==> config.mk <==
export PLATFORM = sky130hd
export DESIGN_NAME = htw_ram
export DESIGN_NICKNAME = d
export VERILOG_FILES = /design/src/htw_ram.sv
export SDC_FILE = /design/constraint.sdc
export NUM_CORES = 1
export LEC_CHECK = 0
export BUFFER_PORTS_ARGS = -buffer_cell sky130_fd_sc_hd__buf_2
export CAP_MARGIN = 5
export CORE_ASPECT_RATIO = 2
export CORE_MARGIN = 2
export CORE_UTILIZATION = 45
export DETAILED_ROUTE_END_ITERATION = 8
export GPL_TIMING_DRIVEN = 0
export SYNTH_ARGS = -nofsm -noshare
export SYNTH_HDL_FRONTEND = slang
export SYNTH_SLANG_ARGS = --single-unit
export TNS_END_PERCENT = 30
==> constraint.sdc <==
create_clock -name clk -period 1.9 [get_ports clk]
set_input_delay 0.38 -clock clk [delete_from_list [all_inputs] [get_ports clk]]
set_output_delay 0.38 -clock clk [all_outputs]
set_load 0.02 [all_outputs]
==> src/htw_ram.sv <==
// generic single write port ram with registered read
module htw_ram #(
  parameter int W = 8,
  parameter int D = 16
) (
  input  logic                                  clk,
  input  logic                                  we,
  input  logic [((D > 1) ? $clog2(D) : 1)-1:0]  waddr,
  input  logic [W-1:0]                          wdata,
  input  logic [((D > 1) ? $clog2(D) : 1)-1:0]  raddr,
  output logic [W-1:0]                          rdata
);

  logic [W-1:0] mem [D];

  always_ff @(posedge clk) begin
    if (we) begin
      mem[waddr] <= wdata;
    end
    rdata <= mem[raddr];
  end

endmodule

==> out/metrics.cfg, run 1 <==
[status]
status = finished, final reports clean

[clock_tree]
path_clk_slew_ps = 60
clk_latency_ps = 410
cts_inserted_buffers = 17
clockRootBuffer = clkbuf_16
cts_setup_buffers = 0
clockBufferDepth = 2
clkSinkCount = 136
cts_tree = done
htreeDepth = 4
postCtsHoldBufs = 0

[detailed_routing]
first_pass_iters = 4
drt_iter0_drc = 132
detail_route.vias_per_cell = 5.565
finalWirelength_mm = 10.10
drc = 0
ant_nets = 0
post_drt_wl_per_cell_microns = 23.60
via_count = 2382

[critical_path]
start_kind = primary input
crit_fanout = 8
critical_path_class = in -> reg
critPathArrivalTime_ps = 1740
cp_data_required_time_ps = 1920
end_kind = flip-flop

[sta]
fin_skew_ps = 5.189
period_needed_ps = 1721
final_max_slew_viol_count = 0
fin_setup_tns_ps = 0
slew_headroom_pct = 11.71
max_freq_mhz = 581.1
finalHoldViolations = 0
grt_setup_unrepaired = false
hold_ws_ps = 365.4
setup_viol = 0
tightest_slew_ps = 1314
fin_crit_sh_pct = 90.57
fin_ws_ps = 179.2

[floorplan]
start_util_pct = 45.89
ios = 26
die_h_microns = 155.3
die_area_sq_um = 12360
die-width_microns = 79.63
row_count = 55
core_sq_um = 11220

[finish]
final_core_util_pct = 53.39
final_nets = 291
final_cell_mix = edfxtp_1 (128), buf_2 (27), mux4_2 (18)
final_common_cell = edfxtp_1
n_fill_cell = 872
final_cell_area_sq_um = 5988
layout-drive-gt1-share_pct = 30.07
fin_cells = 428
diodes = 0
area_growth_pct = 16.33

[place]
place_hpwl_mm = 6.637
place_congestion = 0.8674
port_buffers = 24
post-place-cells = 395
post_dp_cell_area_sq_um = 5445
dp_slack_ps = -631.4

[synth]
synthCells = 229
ys_warn_count = 0
syn-num-nets = 247
synth_area_per_cell_sq_um = 22.48
ys_ff_latch = 136
syn-cell-area_sq_um = 5147
synth.distinct_cells = 19
ys_seq_area_share_pct = 77.78

[grt]
grt_pass1_vias = 2471
grt_start_max_net_pins = 17
grt_pass1_wl_mm = 15.24
antenna_found_initial = 0
track_usage_pct = 18.23
grt.overflow.total = 0

[run]
drv_cap = 0

[power_and_ir_drop]
finalPower_mw = 6.632
power.density_nw_per_um2 = 1108
leakage_nw = 1.994
ir_drop_v = 0.0006472

[min_path]
hp-class = in -> reg

## layer usage
metal	GRT usage, %	vias to the layer above	share of wire (%)
li1	-	1060	-
met1	20.96	1239	39
met2	31.21	64	55
met3	4.756	19	3.4
met4	8.703	0	3.0
met5	0	-	0
## area by class of cell
type                            instances  area [sq um]  share of cell area (%)
Multi-Input combinational cell         83          1062                   17.74
Clock inverter                         14         101.3                   1.692
Timing Repair Buffer                   25         127.6                   2.131
Buffer                                 10         86.33                   1.442
Sequential cell                       136          4004                   66.86
Clock buffer                           18         429.2                   7.167
Tap cell                              142         177.7                   2.967
## Yosys cell counts
cell type        number  area (sq um)
a22oi_1              16         120.1
and2_1                1         6.260
and2b_1               1         7.510
buf_2                 3         15.01
buf_4                 1         7.510
buf_6                 3         33.78
clkdlybuf4s25_2       3         30.03
dfxtp_1               8         160.2
edfxtp_1            128          3844
mux4_1               14         367.9
mux4_2               18         405.4
nand2_1               9         33.78
nand2b_1              2         12.51
nand3_1               1         5.000
nand3b_1              2         15.01
nor2_1               13         48.80
nor2b_1               1         6.260
nor3_1                4         20.02
or3b_2                1         8.760
## what timing repair did
| action | 4_1_cts | 5_1_grt |
|---|---|---|
| endpoints found under the hold margin | 0 | 0 |
| gates resized for setup | 1 | 0 |
| endpoints found under the setup margin | 8 | 0 |
## critical path: stages
cell and delay [ps]:
buf_2 110, nand3b_1 220, nor3_1 1030
## worst paths after layout
check / cells after the start / slack (ps) / end / from
worst min register to register: 3 / 690 / rdata[2]$_DFF_P_ / mem[14][2]$_DFFE_PP_
worst max-delay path: 3 / 180 / mem[4][5]$_DFFE_PP_ / waddr[3]
worst min-delay path: 1 / 370 / mem[7][6]$_DFFE_PP_ / wdata[6]
worst max register to register: 3 / 450 / rdata[1]$_DFF_P_ / mem[1][1]$_DFFE_PP_
## power breakdown
part	leakage [nW]	total, mW	internal (mW)	switching (mW)
combinational	0.521	0.344	0.134	0.210
sequential	1.22	3.37	3.35	0.0147
clock	0.249	2.92	1.67	1.25
## registers in the layout, indices dropped and copies added (netlist names)
register / count
mem: 128
rdata: 8
## kinds of logic (layout without fill, tap and decap cells)
logic type             count (synthesis)  in the layout  share of synthesized area, %
buffers and inverters                 10             67                         1.677
flip-flops                           136            136                         77.78
multiplexers                          32             32                         15.02
AND/OR/NAND/NOR                       35             35                         3.184
AO/OA/AOI/OAI                         16             16                         2.334
Power figures use the tool's default switching activity.
==> run 2, diff against run 1 <==
--- a/config.mk
+++ b/config.mk
@@ -5,13 +5,14 @@
 export SDC_FILE = /design/constraint.sdc
 export NUM_CORES = 1
 export LEC_CHECK = 0
-export BUFFER_PORTS_ARGS = -buffer_cell sky130_fd_sc_hd__buf_2
 export CAP_MARGIN = 5
 export CORE_ASPECT_RATIO = 2
 export CORE_MARGIN = 2
 export CORE_UTILIZATION = 45
 export DETAILED_ROUTE_END_ITERATION = 8
+export DONT_BUFFER_PORTS = 1
 export GPL_TIMING_DRIVEN = 0
+export SKIP_CTS_REPAIR_TIMING = 1
 export SYNTH_ARGS = -nofsm -noshare
 export SYNTH_HDL_FRONTEND = slang
 export SYNTH_SLANG_ARGS = --single-unit
==> out/metrics.cfg, run 2 (same netlist as run 1, synthesis figures left out) <==
[status]
status = finished, final reports clean  ; unchanged

[finish]
layout-drive-gt1-share_pct = 22.43  ; was 30.07%
n_fill_cell = 865  ; was 872
final_common_cell = edfxtp_1  ; unchanged
final_cell_mix = edfxtp_1 (128), mux4_2 (18), clkbuf_16 (17)  ; was edfxtp_1 (128), buf_2 (27), mux4_2 (18)
largest_register = mem  ; unchanged
largestRegisters = mem: 128 flops, rdata: 8 flops  ; unchanged
final_nets = 270  ; was 291
largest_reg_flops = 128  ; unchanged
fin_cells = 405  ; was 428
final_core_util_pct = 52.72  ; was 53.39%
area_growth_pct = 14.88  ; was 16.33%
diodes = 0  ; unchanged
final_cell_area_sq_um = 5913  ; was 5988 sq um

[grt]
antenna_found_initial = 0  ; unchanged
grt_busiest_layer = met2  ; unchanged
grt_pass1_vias = 2457  ; was 2471
grt_use_met3_pct = 5.336  ; was 4.756%
use_met2_pct = 30.93  ; was 31.21%
grt_start_max_net_pins = 17  ; unchanged
track_usage_pct = 17.86  ; was 18.23%
grt_use_met1_pct = 19.50  ; was 20.96%
grt.overflow.total = 0  ; unchanged
grt_pass1_wl_mm = 14.92  ; was 15.24 mm

[critical_path]
cp_data_required_time_ps = 2020  ; was 1920 ps
start_kind = primary input  ; unchanged
cp_cell_sequence = or3b_2, nor3_1, buf_4  ; was buf_2, nand3b_1, nor3_1
crit_start = waddr[2]  ; was waddr[3]
crit_path_top_delay_cell = nor3_1  ; unchanged
end_kind = flip-flop  ; unchanged
crit_fanout = 5  ; was 8
r2r_cells = 3  ; unchanged
critPathArrivalTime_ps = 1750  ; was 1740 ps
r2r-start = mem[0][1]$_DFFE_PP_  ; was mem[1][1]$_DFFE_PP_
critical_path_class = in -> reg  ; unchanged
r2r_setup_slack_ps = 460  ; was 450 ps
slowest_delay_ps = 590  ; was 1030 ps
r2r_end = rdata[1]$_DFF_P_  ; unchanged

[power_and_ir_drop]
leakage_nw = 1.935  ; was 1.994 nW
internal-power_mw = 5.494  ; was 5.157 mW
ir_drop_v = 0.0006867  ; was 0.0006472 V
combPwrFrac_pct = 3.4  ; was 5.2%
p_sw_share_pct = 19.26  ; was 22.24%
power.density_nw_per_um2 = 1151  ; was 1108 nW/um^2
p_switching_mw = 1.310  ; was 1.475 mW
finalPower_mw = 6.804  ; was 6.632 mW
p_seq_share_pct = 50.0  ; was 50.8%
pwr-share-clk_pct = 46.6  ; was 44.0%

[place]
post-place-cells = 372  ; was 395
place_hpwl_mm = 6.729  ; was 6.637 mm
port_buffers = 0  ; was 24
post_dp_cell_area_sq_um = 5333  ; was 5445 sq um
dp_slack_ps = -232.6  ; was -631.4 ps
place_congestion = 0.8716  ; was 0.8674

[min_path]
worstHoldStart = wdata[1]  ; was wdata[6]
whs_path_depth = 0  ; was 1
holdPathEnd = mem[2][1]$_DFFE_PP_  ; was mem[7][6]$_DFFE_PP_
hp-class = in -> reg  ; unchanged

[sta]
tightest_slew_ps = 842.7  ; was 1314 ps
setup_viol = 0  ; unchanged
final_max_slew_viol_count = 0  ; unchanged
fin_setup_tns_ps = 0  ; unchanged
fin_crit_sh_pct = 85.97  ; was 90.57%
max_freq_mhz = 612.2  ; was 581.1 MHz
fin_ws_ps = 266.6  ; was 179.2 ps
finalHoldViolations = 0  ; unchanged
period_needed_ps = 1633  ; was 1721 ps
slew_headroom_pct = 43.61  ; was 11.71%
fin_skew_ps = 7.019  ; was 5.189 ps
grt_setup_unrepaired = false  ; unchanged
hold_ws_ps = 64.93  ; was 365.4 ps

[clock_tree]
cts_inserted_buffers = 17  ; unchanged
clockBufferDepth = 2  ; unchanged
path_clk_slew_ps = 60  ; about the same
clk_latency_ps = 410  ; about the same
htreeDepth = 4  ; unchanged
clkSinkCount = 136  ; unchanged
cts_tree = done  ; unchanged
clockRootBuffer = clkbuf_16  ; unchanged

[detailed_routing]
via_count = 2308  ; was 2382
post_drt_wl_per_cell_microns = 25.02  ; was 23.60 microns
drt_iter0_drc = 170  ; was 132
drc = 0  ; unchanged
first_pass_iters = 4  ; unchanged
ant_nets = 0  ; unchanged
detail_route.vias_per_cell = 5.699  ; was 5.565
finalWirelength_mm = 10.14  ; was 10.10 mm

[floorplan]
core_sq_um = 11220  ; unchanged
start_util_pct = 45.89  ; unchanged
die-width_microns = 79.63  ; unchanged
ios = 26  ; unchanged
die_area_sq_um = 12360  ; unchanged
row_count = 55  ; unchanged
die_h_microns = 155.3  ; unchanged

[run]
drv_cap = 0  ; unchanged

[run 2: power groups by stage]
stage	Sequential [mW]	Clock, mW	Combinational (mW)
final	3.40	3.17	0.232
after global routing	3.41	3.35	0.250
after CTS	3.40	3.22	0.236
after detailed placement	3.46	0	0.236
after global placement	3.46	0	0.234
after floorplan	3.46	0	0.170
[run 2: how the worst max path moves through the flow]
stage,endpoint,slack [ps]
floorplan,mem[0][0]$_DFFE_PP_,30
global placement,mem[0][5]$_DFFE_PP_,-470
detailed placement,mem[0][5]$_DFFE_PP_,-230
CTS,mem[0][7]$_DFFE_PP_,200
global route,mem[0][7]$_DFFE_PP_,200
finish,mem[0][7]$_DFFE_PP_,270
[run 2: critical path, delay by kind of cell]
kind	cells	cell delay, ps
AND/OR/NAND/NOR	2	1100
buffers and inverters	1	270
[run 2: per-layer routing]
layer | vias up | part of all wire (%)
li1 | 1014 | -
met1 | 1200 | 37
met2 | 76 | 55
met3 | 18 | 4.8
met4 | 0 | 2.9
met5 | - | 0
[run 2: final cells by class]
class / instances / area (sq um) / share of cell area, %
flip-flops and latches: 136 / 4004 / 67.71
multi-input cells: 83 / 1057 / 17.88
clock buffers: 19 / 432.9 / 7.321
well taps: 142 / 177.7 / 3.005
clock inverters: 11 / 132.6 / 2.243
plain buffers: 10 / 86.33 / 1.460
repair buffers: 4 / 22.52 / 0.3809
