### config.mk
export PLATFORM = sky130hd
export DESIGN_NAME = htw_div
export DESIGN_NICKNAME = d
export VERILOG_FILES = /design/src/htw_pkg.sv /design/src/htw_div.sv
export SDC_FILE = /design/constraint.sdc
export NUM_CORES = 1
export LEC_CHECK = 0
export ABC_CLOCK_PERIOD_IN_PS = 5600
export BUFFER_PORTS_ARGS = -buffer_cell sky130_fd_sc_hd__clkbuf_2
export CORE_UTILIZATION = 60
export DETAILED_ROUTE_END_ITERATION = 8
export GPL_ROUTABILITY_DRIVEN = 0
export GPL_TIMING_DRIVEN = 0
export PLACE_DENSITY = 0.87
export REMOVE_ABC_BUFFERS = 1
export SLEW_MARGIN = 20
export SYNTH_ARGS = -nofsm -noshare
export SYNTH_HDL_FRONTEND = slang
export SYNTH_SLANG_ARGS = --single-unit
### constraint.sdc
create_clock -name clk -period 5.6 [get_ports clk]
set_clock_uncertainty 0.2 [all_clocks]
set_input_delay 0.28 -clock clk [delete_from_list [all_inputs] [get_ports clk]]
set_output_delay 0.28 -clock clk [all_outputs]
set_load 0.1 [all_outputs]
### src/htw_pkg.sv
// shared types, codes and helpers of the hierarchical timer wheel
package htw_pkg;

  localparam int ID_W = 6;
  localparam int MAX_RES = 8;
  localparam int RES_CW = 4;
  localparam logic [31:0] FOREVER = 32'hFFFF_FFFF;

  localparam logic [1:0] OP_TICK = 2'd0;
  localparam logic [1:0] OP_ADD  = 2'd1;
  localparam logic [1:0] OP_DEL  = 2'd2;

  localparam logic [1:0] KIND_FIRE = 2'd0;
  localparam logic [1:0] KIND_ADD  = 2'd1;
  localparam logic [1:0] KIND_DEL  = 2'd2;

  localparam logic ST_OK   = 1'b0;
  localparam logic ST_FAIL = 1'b1;

  // ticks covered by one slot of a level: slots to the power lvl
  function automatic logic [64:0] span_of(input int unsigned lvl, input int unsigned slots);
    logic [64:0] s;
    s = 65'd1;
    for (int unsigned i = 0; i < 9; i++) begin
      if (i < lvl) begin
        s = 65'(s * 65'(slots));
      end
    end
    return s;
  endfunction

endpackage

### src/htw_div.sv
// iterative slot index unit: min(left / span(level), slots), one quotient bit a cycle
module htw_div
  import htw_pkg::*;
#(
  parameter int WHEELS = 4,
  parameter int SLOTS_PER_WHEEL = 64
) (
  input  logic                                  clk,
  input  logic                                  rst_n,
  input  logic                                  start,
  input  logic [63:0]                           left,
  input  logic [$clog2(WHEELS)-1:0]             lvl,
  output logic                                  done,
  output logic [$clog2(SLOTS_PER_WHEEL+1)-1:0]  q
);

  localparam int LW = $clog2(WHEELS);
  localparam int CW = $clog2(SLOTS_PER_WHEEL + 1);
  localparam int QB = $clog2(SLOTS_PER_WHEEL);
  localparam int BW = (QB > 1) ? $clog2(QB) : 1;

  logic [64:0]   span_tab [WHEELS+1];
  logic          run_r;
  logic          sat_r;
  logic          done_r;
  logic [BW-1:0] b_r;
  logic [64:0]   rem_r;
  logic [CW-1:0] q_r;
  logic [LW-1:0] lvl_r;
  logic [64:0]   shifted;
  logic [LW:0]   lvl_up;

  always_comb begin
    for (int k = 0; k <= WHEELS; k++) begin
      span_tab[k] = span_of(k, SLOTS_PER_WHEEL);
    end
  end

  assign shifted = span_tab[lvl_r] << b_r;
  assign lvl_up  = {1'b0, lvl_r} + 1'b1;

  always_ff @(posedge clk) begin
    if (!rst_n) begin
      run_r  <= 1'b0;
      done_r <= 1'b0;
      sat_r  <= 1'b0;
    end else begin
      done_r <= 1'b0;
      if (start) begin
        run_r <= 1'b1;
        sat_r <= 1'b1;
        rem_r <= {1'b0, left};
        lvl_r <= lvl;
        q_r   <= '0;
      end else if (run_r) begin
        if (sat_r) begin
          // saturate when the quotient reaches the slot count
          if (rem_r >= span_tab[lvl_up]) begin
            q_r    <= CW'(SLOTS_PER_WHEEL);
            run_r  <= 1'b0;
            done_r <= 1'b1;
          end else begin
            sat_r <= 1'b0;
            b_r   <= BW'(QB - 1);
          end
        end else begin
          if (rem_r >= shifted) begin
            rem_r    <= rem_r - shifted;
            q_r[b_r] <= 1'b1;
          end
          if (b_r == '0) begin
            run_r  <= 1'b0;
            done_r <= 1'b1;
          end else begin
            b_r <= b_r - 1'b1;
          end
        end
      end
    end
  end

  assign done = done_r;
  assign q    = q_r;

endmodule

==> flow_results.xml, run 1 <==
<?xml version="1.0" encoding="UTF-8"?>
<metrics>
  <group name="drt">
    <metric name="detail_route.vias_per_cell" unit="">6.896</metric>
    <metric name="drt-wirelength-per-cell" unit="µm">19.88</metric>
    <metric name="drt_wl_total" unit="mm">20.21</metric>
    <metric name="detail_route.first_pass.iterations" unit="">5</metric>
    <metric name="route.detailed.drc" unit="">0</metric>
    <metric name="detailedRoute.firstIterationViolations" unit="">836</metric>
    <metric name="antenna_violating_nets_left" unit="">0</metric>
    <metric name="dr_total_vias" unit="">7013</metric>
  </group>
  <group name="timing">
    <metric name="timing.final.max_slew_violations" unit="">0</metric>
    <metric name="timing.final.setup_violations" unit="">0</metric>
    <metric name="timing.final.ws_setup" unit="ns">0.2030</metric>
    <metric name="report.final.hold_viol_count" unit="">0</metric>
    <metric name="maxClockFrequency" unit="GHz">0.1853</metric>
    <metric name="grt_setup_unrepaired" unit="">no</metric>
    <metric name="tightestPinTransition" unit="ns">1.108</metric>
    <metric name="final_period_minus_worst_setup_slack" unit="ns">5.397</metric>
    <metric name="hold_ws" unit="ns">0.0001347</metric>
    <metric name="relSlewSlack" unit="">0.2568</metric>
    <metric name="final.period_utilization" unit="">0.9637</metric>
  </group>
  <group name="logic_synthesis">
    <metric name="synthDominantAreaCellType" unit="">sky130_fd_sc_hd__edfxtp_1</metric>
    <metric name="postSynthRegisterBits" unit="">80</metric>
    <metric name="synth_sequential_area_ratio" unit="">0.3563</metric>
    <metric name="async_flop_share" unit="">0</metric>
    <metric name="count_of_distinct_cell_types_in_the_synthesized_netlist" unit="">74</metric>
    <metric name="top_cells_by_area_in_the_synthesized_netlist" unit="">sky130_fd_sc_hd__edfxtp_1, sky130_fd_sc_hd__ha_1, sky130_fd_sc_hd__nand2_1</metric>
    <metric name="postSynthAreaPerCell" unit="µm²">8.408</metric>
    <metric name="leading_cell_types_by_count_after_synthesis" unit="">sky130_fd_sc_hd__nand2_1, sky130_fd_sc_hd__edfxtp_1, sky130_fd_sc_hd__nor2_1, sky130_fd_sc_hd__o21ai_0</metric>
    <metric name="synth_flop_cell" unit="">sky130_fd_sc_hd__edfxtp_1</metric>
    <metric name="synth.cell_area" unit="µm²">6659</metric>
    <metric name="most_repeated_cell_in_the_gate_level_netlist_after_synthesis" unit="">sky130_fd_sc_hd__nand2_1</metric>
    <metric name="synth-warning-count" unit="">0</metric>
    <metric name="syn-instance-count" unit="">792</metric>
    <metric name="synth-edff-count" unit="">77</metric>
    <metric name="synth_top_cell_area_share" unit="">0.3472</metric>
  </group>
  <group name="die">
    <metric name="rows" unit="">38</metric>
    <metric name="floorplan.initialDensity" unit="">0.6143</metric>
    <metric name="dieArea" unit="µm²">11520</metric>
    <metric name="pin_count" unit="">77</metric>
    <metric name="coreArea" unit="µm²">10840</metric>
    <metric name="die_h" unit="µm">107.3</metric>
    <metric name="floorplan.die.width" unit="µm">107.3</metric>
  </group>
  <group name="status">
    <metric name="outcome" unit="">completed</metric>
  </group>
  <group name="cts">
    <metric name="cts_repair_resize_count" unit="">0</metric>
    <metric name="tritoncts" unit="">yes</metric>
    <metric name="clk_transition_reported_paths" unit="ns">0.10</metric>
    <metric name="count_of_h_tree_levels_built_during_cts" unit="">3</metric>
    <metric name="numCtsBuffers" unit="">9</metric>
    <metric name="clock_latency" unit="ns">0.39</metric>
    <metric name="cts_sinks" unit="">80</metric>
    <metric name="max-clock-path-buffers" unit="">2</metric>
    <metric name="cts.root.buffer_cell" unit="">sky130_fd_sc_hd__clkbuf_8</metric>
  </group>
  <group name="grt">
    <metric name="antenna_found_initial" unit="">0</metric>
    <metric name="first_pass_grt_wire_length" unit="mm">32.31</metric>
    <metric name="grt.total_usage" unit="">0.3602</metric>
    <metric name="grt_max_degree" unit="">79</metric>
    <metric name="globalRouteOverflowTotal" unit="">0</metric>
    <metric name="via_count_of_the_first_global_routing_pass" unit="">6693</metric>
  </group>
  <group name="worst_setup_path">
    <metric name="cp-start-kind" unit="">register</metric>
    <metric name="slowest_cell_on_the_critical_path" unit="">sky130_fd_sc_hd__nor3_1</metric>
    <metric name="timing.critical_path.to_type" unit="">register</metric>
    <metric name="timing_worst_setup_path_type" unit="">reg2reg</metric>
    <metric name="crit_fanout" unit="">47</metric>
    <metric name="path_cells" unit="">inv_1 -&gt; nor3_1 -&gt; nand2_1 -&gt; ha_1 -&gt; a21o_1 -&gt; a21oi_1 -&gt; a21oi_1 -&gt; nor2_1 -&gt; o2111ai_1 -&gt; o31ai_1 -&gt; nand2_4 -&gt; buf_16</metric>
    <metric name="path_common_cell" unit="">sky130_fd_sc_hd__a21oi_1</metric>
    <metric name="crit_path_max_incr_delay" unit="ns">0.84</metric>
    <metric name="worstPathRequired" unit="ns">5.51</metric>
    <metric name="worst_ep_arrival_time" unit="ns">5.31</metric>
  </group>
  <group name="power_and_ir_drop">
    <metric name="vdd.ir_drop.worst" unit="V">0.0001723</metric>
    <metric name="p_leak" unit="nW">2.827</metric>
    <metric name="cellPowerDensity" unit="nW/µm²">227.4</metric>
  </group>
  <group name="cells_and_area">
    <metric name="diodes" unit="">0</metric>
    <metric name="area_growth_syn_to_layout" unit="%">14.92</metric>
    <metric name="final_core_utilization" unit="">0.7059</metric>
    <metric name="drive_gt1_frac" unit="">0.1288</metric>
    <metric name="fin_nets" unit="">974</metric>
  </group>
  <group name="place">
    <metric name="post-place-ws" unit="ns">0.5290</metric>
    <metric name="port-buffer-count" unit="">76</metric>
    <metric name="placed_wire_length_estimate_after_detailed_placement" unit="mm">14.41</metric>
  </group>
  <group name="run">
    <metric name="maxCapViolCount" unit="">0</metric>
  </group>
  <group name="min_path">
    <metric name="timing.hold.worst.class" unit="">in2reg</metric>
  </group>
</metrics>
==> through the flow <==
step                      area [µm²]  instances  power (mW)  TNS, ns
after floorplan                 6507        752       1.094        0
after global placement          7063        968       1.219   -64.71
after detailed placement        7142        971       1.241        0
after CTS                       7642       1016       1.720        0
after global routing            7652       1017       1.808        0
final                           7652       1017       1.740        0
==> worst max-delay path: cells and delay by family, from the launching register on <==
kind | cells | cell delay [ns]
AOI/OAI and AO/OA | 5 | 1.55
adders and majority gates | 1 | 0.40
buffers and inverters | 2 | 0.62
DFF | 1 | 0.74
and+or+nand+nor | 4 | 1.57
==> report_power, final <==
part | leakage (nW) | internal [mW] | switching, mW
sequential | 0.759 | 0.724 | 0.0467
clock | 0.104 | 0.216 | 0.260
combinational | 1.96 | 0.183 | 0.310
==> registers in the layout, indices dropped and copies added (netlist names) <==
| signal | count |
|---|---|
| run_r | 1 |
| b_r | 3 |
| sat_r | 1 |
| lvl_r | 2 |
| q | 7 |
| rem_r | 65 |
| done | 1 |
==> per-layer routing <==
metal,global-route usage,routed length [µm],vias to the layer above
met1,0.4344,7702,3180
met2,0.5954,9378,518
met4,0.2162,1133,0
met3,0.07022,1999,116
met5,0,0,-
li1,-,-,3199
==> logic make-up (layout without fill, tap and decap cells) <==
group,after synthesis,after routing,share of synthesized area
adders and majority gates,33,33,0.06313
muxes,8,8,0.01240
and+or+nand+nor,369,369,0.2862
DFF,80,80,0.3563
xor gates and xnor gates,25,25,0.03288
buffers and inverters,62,147,0.03514
AOI/OAI and AO/OA,215,215,0.2140
==> cells in the final DEF, fill, tap and decap left out, drive strengths merged, types with 14 or more instances in the layout <==
| cell type | count |
|---|---|
| nand2 | 106 |
| clkbuf | 85 |
| edfxtp | 77 |
| nor2 | 57 |
| o21ai | 55 |
| nor3 | 40 |
| a21oi | 38 |
| nand3 | 32 |
| ha | 32 |
| dlygate4sd3 | 30 |
| nand4 | 25 |
| inv | 25 |
| or4 | 20 |
| or3 | 19 |
| nor2b | 18 |
| a31oi | 16 |
| xnor2 | 16 |
| o211ai | 14 |
==> path summary, 6_finish.rpt <==
path	startpoint	endpoint	slack, ns	depth (start not counted)
worst max-delay path	b_r[0]	rem_r[0]	0.20	12
worst max register to register	b_r[0]	rem_r[0]	0.20	12
worst min-delay path	left[25]	rem_r[25]	0.0001	3
worst min register to register	run_r	done	0.37	2
==> layout make-up <==
class	count	area, µm²
Multi-Input combinational cell	650	4066
Fill cell	833	3188
Sequential cell	80	2372
Timing Repair Buffer	109	745.7
Tap cell	140	175.2
Clock buffer	9	123.9
Clock inverter	7	86.33
Inverter	22	82.58
==> what timing repair did <==
action,CTS,global route
hold endpoints to repair,29,1
buffers inserted,0,0
hold buffers,29,1
Power figures use the tool's default switching activity.
==> run 2, diff against run 1 <==
--- a/config.mk
+++ b/config.mk
@@ -5,9 +5,10 @@
 export SDC_FILE = /design/constraint.sdc
 export NUM_CORES = 1
 export LEC_CHECK = 0
+export ABC_AREA = 1
 export ABC_CLOCK_PERIOD_IN_PS = 5600
 export BUFFER_PORTS_ARGS = -buffer_cell sky130_fd_sc_hd__clkbuf_2
-export CORE_UTILIZATION = 60
+export CORE_UTILIZATION = 61
 export DETAILED_ROUTE_END_ITERATION = 8
 export GPL_ROUTABILITY_DRIVEN = 0
 export GPL_TIMING_DRIVEN = 0
==> flow_results.xml, run 2 <==
<?xml version="1.0" encoding="UTF-8"?>
<metrics>
  <group name="status">
    <metric name="outcome" unit="">finished, violations left</metric>
    <metric name="violations" unit="">hold timing</metric>
  </group>
  <group name="timing">
    <metric name="timing.final.ws_setup" unit="ns">1.229</metric>
    <metric name="maxClockFrequency" unit="GHz">0.2288</metric>
    <metric name="hold_ws" unit="ns">-0.002519</metric>
    <metric name="timing.final.max_slew_violations" unit="">0</metric>
    <metric name="final_period_minus_worst_setup_slack" unit="ns">4.371</metric>
    <metric name="final.period_utilization" unit="">0.7805</metric>
    <metric name="setup_tns_final" unit="ns">0</metric>
    <metric name="grt_setup_unrepaired" unit="">no</metric>
    <metric name="tightestPinTransition" unit="ns">0.8725</metric>
    <metric name="report.final.hold_viol_count" unit="">2</metric>
    <metric name="timing.final.setup_violations" unit="">0</metric>
    <metric name="relSlewSlack" unit="">0.4162</metric>
  </group>
  <group name="logic_synthesis">
    <metric name="count_of_distinct_cell_types_in_the_synthesized_netlist" unit="">41</metric>
    <metric name="synth.cell_area" unit="µm²">7502</metric>
    <metric name="postSynthAreaPerCell" unit="µm²">6.358</metric>
    <metric name="syn-instance-count" unit="">1180</metric>
    <metric name="synthDominantAreaCellType" unit="">sky130_fd_sc_hd__edfxtp_1</metric>
    <metric name="leading_cell_types_by_count_after_synthesis" unit="">sky130_fd_sc_hd__nand2_1, sky130_fd_sc_hd__inv_1, sky130_fd_sc_hd__nor2_1, sky130_fd_sc_hd__nand3_1, sky130_fd_sc_hd__edfxtp_1</metric>
    <metric name="most_repeated_cell_in_the_gate_level_netlist_after_synthesis" unit="">sky130_fd_sc_hd__nand2_1</metric>
    <metric name="top_cells_by_area_in_the_synthesized_netlist" unit="">sky130_fd_sc_hd__edfxtp_1, sky130_fd_sc_hd__nand2_1, sky130_fd_sc_hd__inv_1</metric>
    <metric name="async_flop_share" unit="">0</metric>
    <metric name="synth-edff-count" unit="">77</metric>
    <metric name="synth_flop_cell" unit="">sky130_fd_sc_hd__edfxtp_1</metric>
    <metric name="synth_top_cell_area_share" unit="">0.3082</metric>
    <metric name="synth_sequential_area_ratio" unit="">0.3162</metric>
    <metric name="postSynthRegisterBits" unit="">80</metric>
    <metric name="synth-warning-count" unit="">0</metric>
  </group>
  <group name="grt">
    <metric name="via_count_of_the_first_global_routing_pass" unit="">7505</metric>
    <metric name="globalRouteOverflowTotal" unit="">0</metric>
    <metric name="first_pass_grt_wire_length" unit="mm">34.30</metric>
    <metric name="grt.total_usage" unit="">0.3458</metric>
    <metric name="antenna_found_initial" unit="">0</metric>
    <metric name="grt_max_degree" unit="">45</metric>
  </group>
  <group name="drt">
    <metric name="route.detailed.drc" unit="">0</metric>
    <metric name="dr_total_vias" unit="">7987</metric>
    <metric name="drt_wl_total" unit="mm">21.08</metric>
    <metric name="detail_route.first_pass.iterations" unit="">6</metric>
    <metric name="detail_route.vias_per_cell" unit="">5.570</metric>
    <metric name="detailedRoute.firstIterationViolations" unit="">663</metric>
    <metric name="drt-wirelength-per-cell" unit="µm">14.70</metric>
    <metric name="antenna_violating_nets_left" unit="">0</metric>
  </group>
  <group name="worst_setup_path">
    <metric name="crit_path_max_incr_delay" unit="ns">0.58</metric>
    <metric name="critical_path.top_delay_family" unit="">simple AND/OR/NAND/NOR gates</metric>
    <metric name="critical_path.n_buffers_inverters" unit="">4</metric>
    <metric name="timing.critical_path.to_type" unit="">register</metric>
    <metric name="crit_fanout" unit="">24</metric>
    <metric name="timing_worst_setup_path_type" unit="">reg2reg</metric>
    <metric name="slowest_cell_on_the_critical_path" unit="">sky130_fd_sc_hd__edfxtp_1</metric>
    <metric name="path_cells" unit="">clkinv_1 -&gt; nor2_1 -&gt; a22oi_1 -&gt; ha_1 -&gt; nand2_1 -&gt; nor2_2 -&gt; nand3_1 -&gt; nand3_2 -&gt; nand2_1 -&gt; nand2_1 -&gt; nand2_1 -&gt; nand2_1 -&gt; inv_1 -&gt; a31oi_4 -&gt; buf_16 -&gt; buf_16</metric>
    <metric name="cp-start-kind" unit="">register</metric>
    <metric name="path_common_cell" unit="">sky130_fd_sc_hd__nand2_1</metric>
    <metric name="worst_ep_arrival_time" unit="ns">4.23</metric>
    <metric name="worstPathRequired" unit="ns">5.46</metric>
  </group>
  <group name="power_and_ir_drop">
    <metric name="vdd.ir_drop.worst" unit="V">0.0002332</metric>
    <metric name="cellPowerDensity" unit="nW/µm²">214.1</metric>
    <metric name="p_leak" unit="nW">4.135</metric>
    <metric name="power" unit="mW">1.854</metric>
  </group>
  <group name="cells_and_area">
    <metric name="diodes" unit="">0</metric>
    <metric name="fin_nets" unit="">1384</metric>
    <metric name="largest-register" unit="">rem_r</metric>
    <metric name="stdcell_count" unit="">1434</metric>
    <metric name="largest_register_ffs" unit="">65</metric>
    <metric name="drive_gt1_frac" unit="">0.1251</metric>
    <metric name="mostFrequentLayoutCells" unit="">sky130_fd_sc_hd__nand2_1, sky130_fd_sc_hd__inv_1, sky130_fd_sc_hd__nor2_1, sky130_fd_sc_hd__nand3_1, sky130_fd_sc_hd__edfxtp_1</metric>
    <metric name="area_growth_syn_to_layout" unit="%">15.43</metric>
    <metric name="layout_commonest_cell" unit="">sky130_fd_sc_hd__nand2_1</metric>
  </group>
  <group name="cts">
    <metric name="cts_repair_resize_count" unit="">0</metric>
    <metric name="cts.root.buffer_cell" unit="">sky130_fd_sc_hd__clkbuf_16</metric>
    <metric name="numCtsBuffers" unit="">9</metric>
    <metric name="tritoncts" unit="">yes</metric>
    <metric name="clk_transition_reported_paths" unit="ns">0.06</metric>
    <metric name="max-clock-path-buffers" unit="">2</metric>
    <metric name="post_cts.repair.setup_buffers" unit="">0</metric>
    <metric name="clock_latency" unit="ns">0.36</metric>
    <metric name="cts.hold.buffers_added" unit="">26</metric>
    <metric name="count_of_h_tree_levels_built_during_cts" unit="">3</metric>
    <metric name="cts_sinks" unit="">80</metric>
  </group>
  <group name="die">
    <metric name="floorplan.initialDensity" unit="">0.6246</metric>
    <metric name="coreArea" unit="µm²">12010</metric>
    <metric name="rows" unit="">40</metric>
    <metric name="pin_count" unit="">77</metric>
    <metric name="floorplan.die.width" unit="µm">112.9</metric>
    <metric name="die_h" unit="µm">112.9</metric>
    <metric name="dieArea" unit="µm²">12750</metric>
  </group>
  <group name="place">
    <metric name="post-place-ws" unit="ns">1.404</metric>
    <metric name="placed_wire_length_estimate_after_detailed_placement" unit="mm">16.56</metric>
    <metric name="placed_cells_incl_taps" unit="">1392</metric>
    <metric name="port-buffer-count" unit="">76</metric>
  </group>
  <group name="min_path">
    <metric name="timing.hold.worst.class" unit="">in2reg</metric>
  </group>
  <group name="run">
    <metric name="maxCapViolCount" unit="">0</metric>
  </group>
</metrics>
==> run 2: cell families after synthesis <==
logic type                 share of synthesized area
AOI/OAI and AO/OA                            0.06304
xor gates and xnor gates                     0.01401
adders and majority gates                    0.05604
buffers and inverters                        0.09423
DFF                                           0.3162
and+or+nand+nor                               0.4565
==> run 2: metal layers <==
| layer | part of all wire | vias up | global-route usage | wire [µm] |
|---|---|---|---|---|
| li1 | - | 3994 | - | - |
| met5 | 0 | - | 0 | 0 |
| met2 | 0.47 | 376 | 0.5934 | 9894 |
| met3 | 0.077 | 87 | 0.07499 | 1624 |
| met1 | 0.40 | 3530 | 0.4024 | 8488 |
| met4 | 0.051 | 0 | 0.1947 | 1074 |
==> run 2: layout make-up <==
class | instances | area, µm²
multi-input cells | 915 | 4438
fillers | 1041 | 3352
flip-flops and latches | 80 | 2372
repair buffers | 107 | 765.7
inverters | 169 | 635.6
clock buffers | 9 | 225.2
well taps | 147 | 183.9
clock inverters | 7 | 38.79
==> run 2: worst register-to-register path: cells and delay by family, from the launching register on <==
family	cells	cell delay, ns
AND/OR/NAND/NOR	9	1.50
flip-flops	1	0.58
AO/OA/AOI/OAI	2	0.49
buffers and inverters	4	0.87
adder cells (fa/ha/maj)	1	0.43
==> run 2: through the flow <==
stage	area (µm²)	hold WS, ns	utilization
3_5_place_dp	8135	0.2626	0.6773
5_1_grt	8660	0.001413	0.7209
3_3_place_gp	7994	0.2644	0.6655
2_1_floorplan	7430	0.1789	-
6_report	8660	-0.002519	0.7209
4_1_cts	8660	0.0008716	0.7209
==> run 2: power breakdown <==
part           switching [mW]  total [mW]  leakage (nW)  internal [mW]
sequential             0.0471       0.770         0.765          0.722
combinational           0.354       0.542          3.24          0.189
clock                   0.247       0.542         0.130          0.295
==> run 2: path summary, 6_finish.rpt <==
path	from	end	slack (ns)	cells past startpoint
worst min register to register	run_r	run_r	0.30	2
worst max register to register	b_r[0]	rem_r[42]	1.23	16
worst min-delay path	left[7]	rem_r[7]	-0.003	3
worst max-delay path	b_r[0]	rem_r[42]	1.23	16
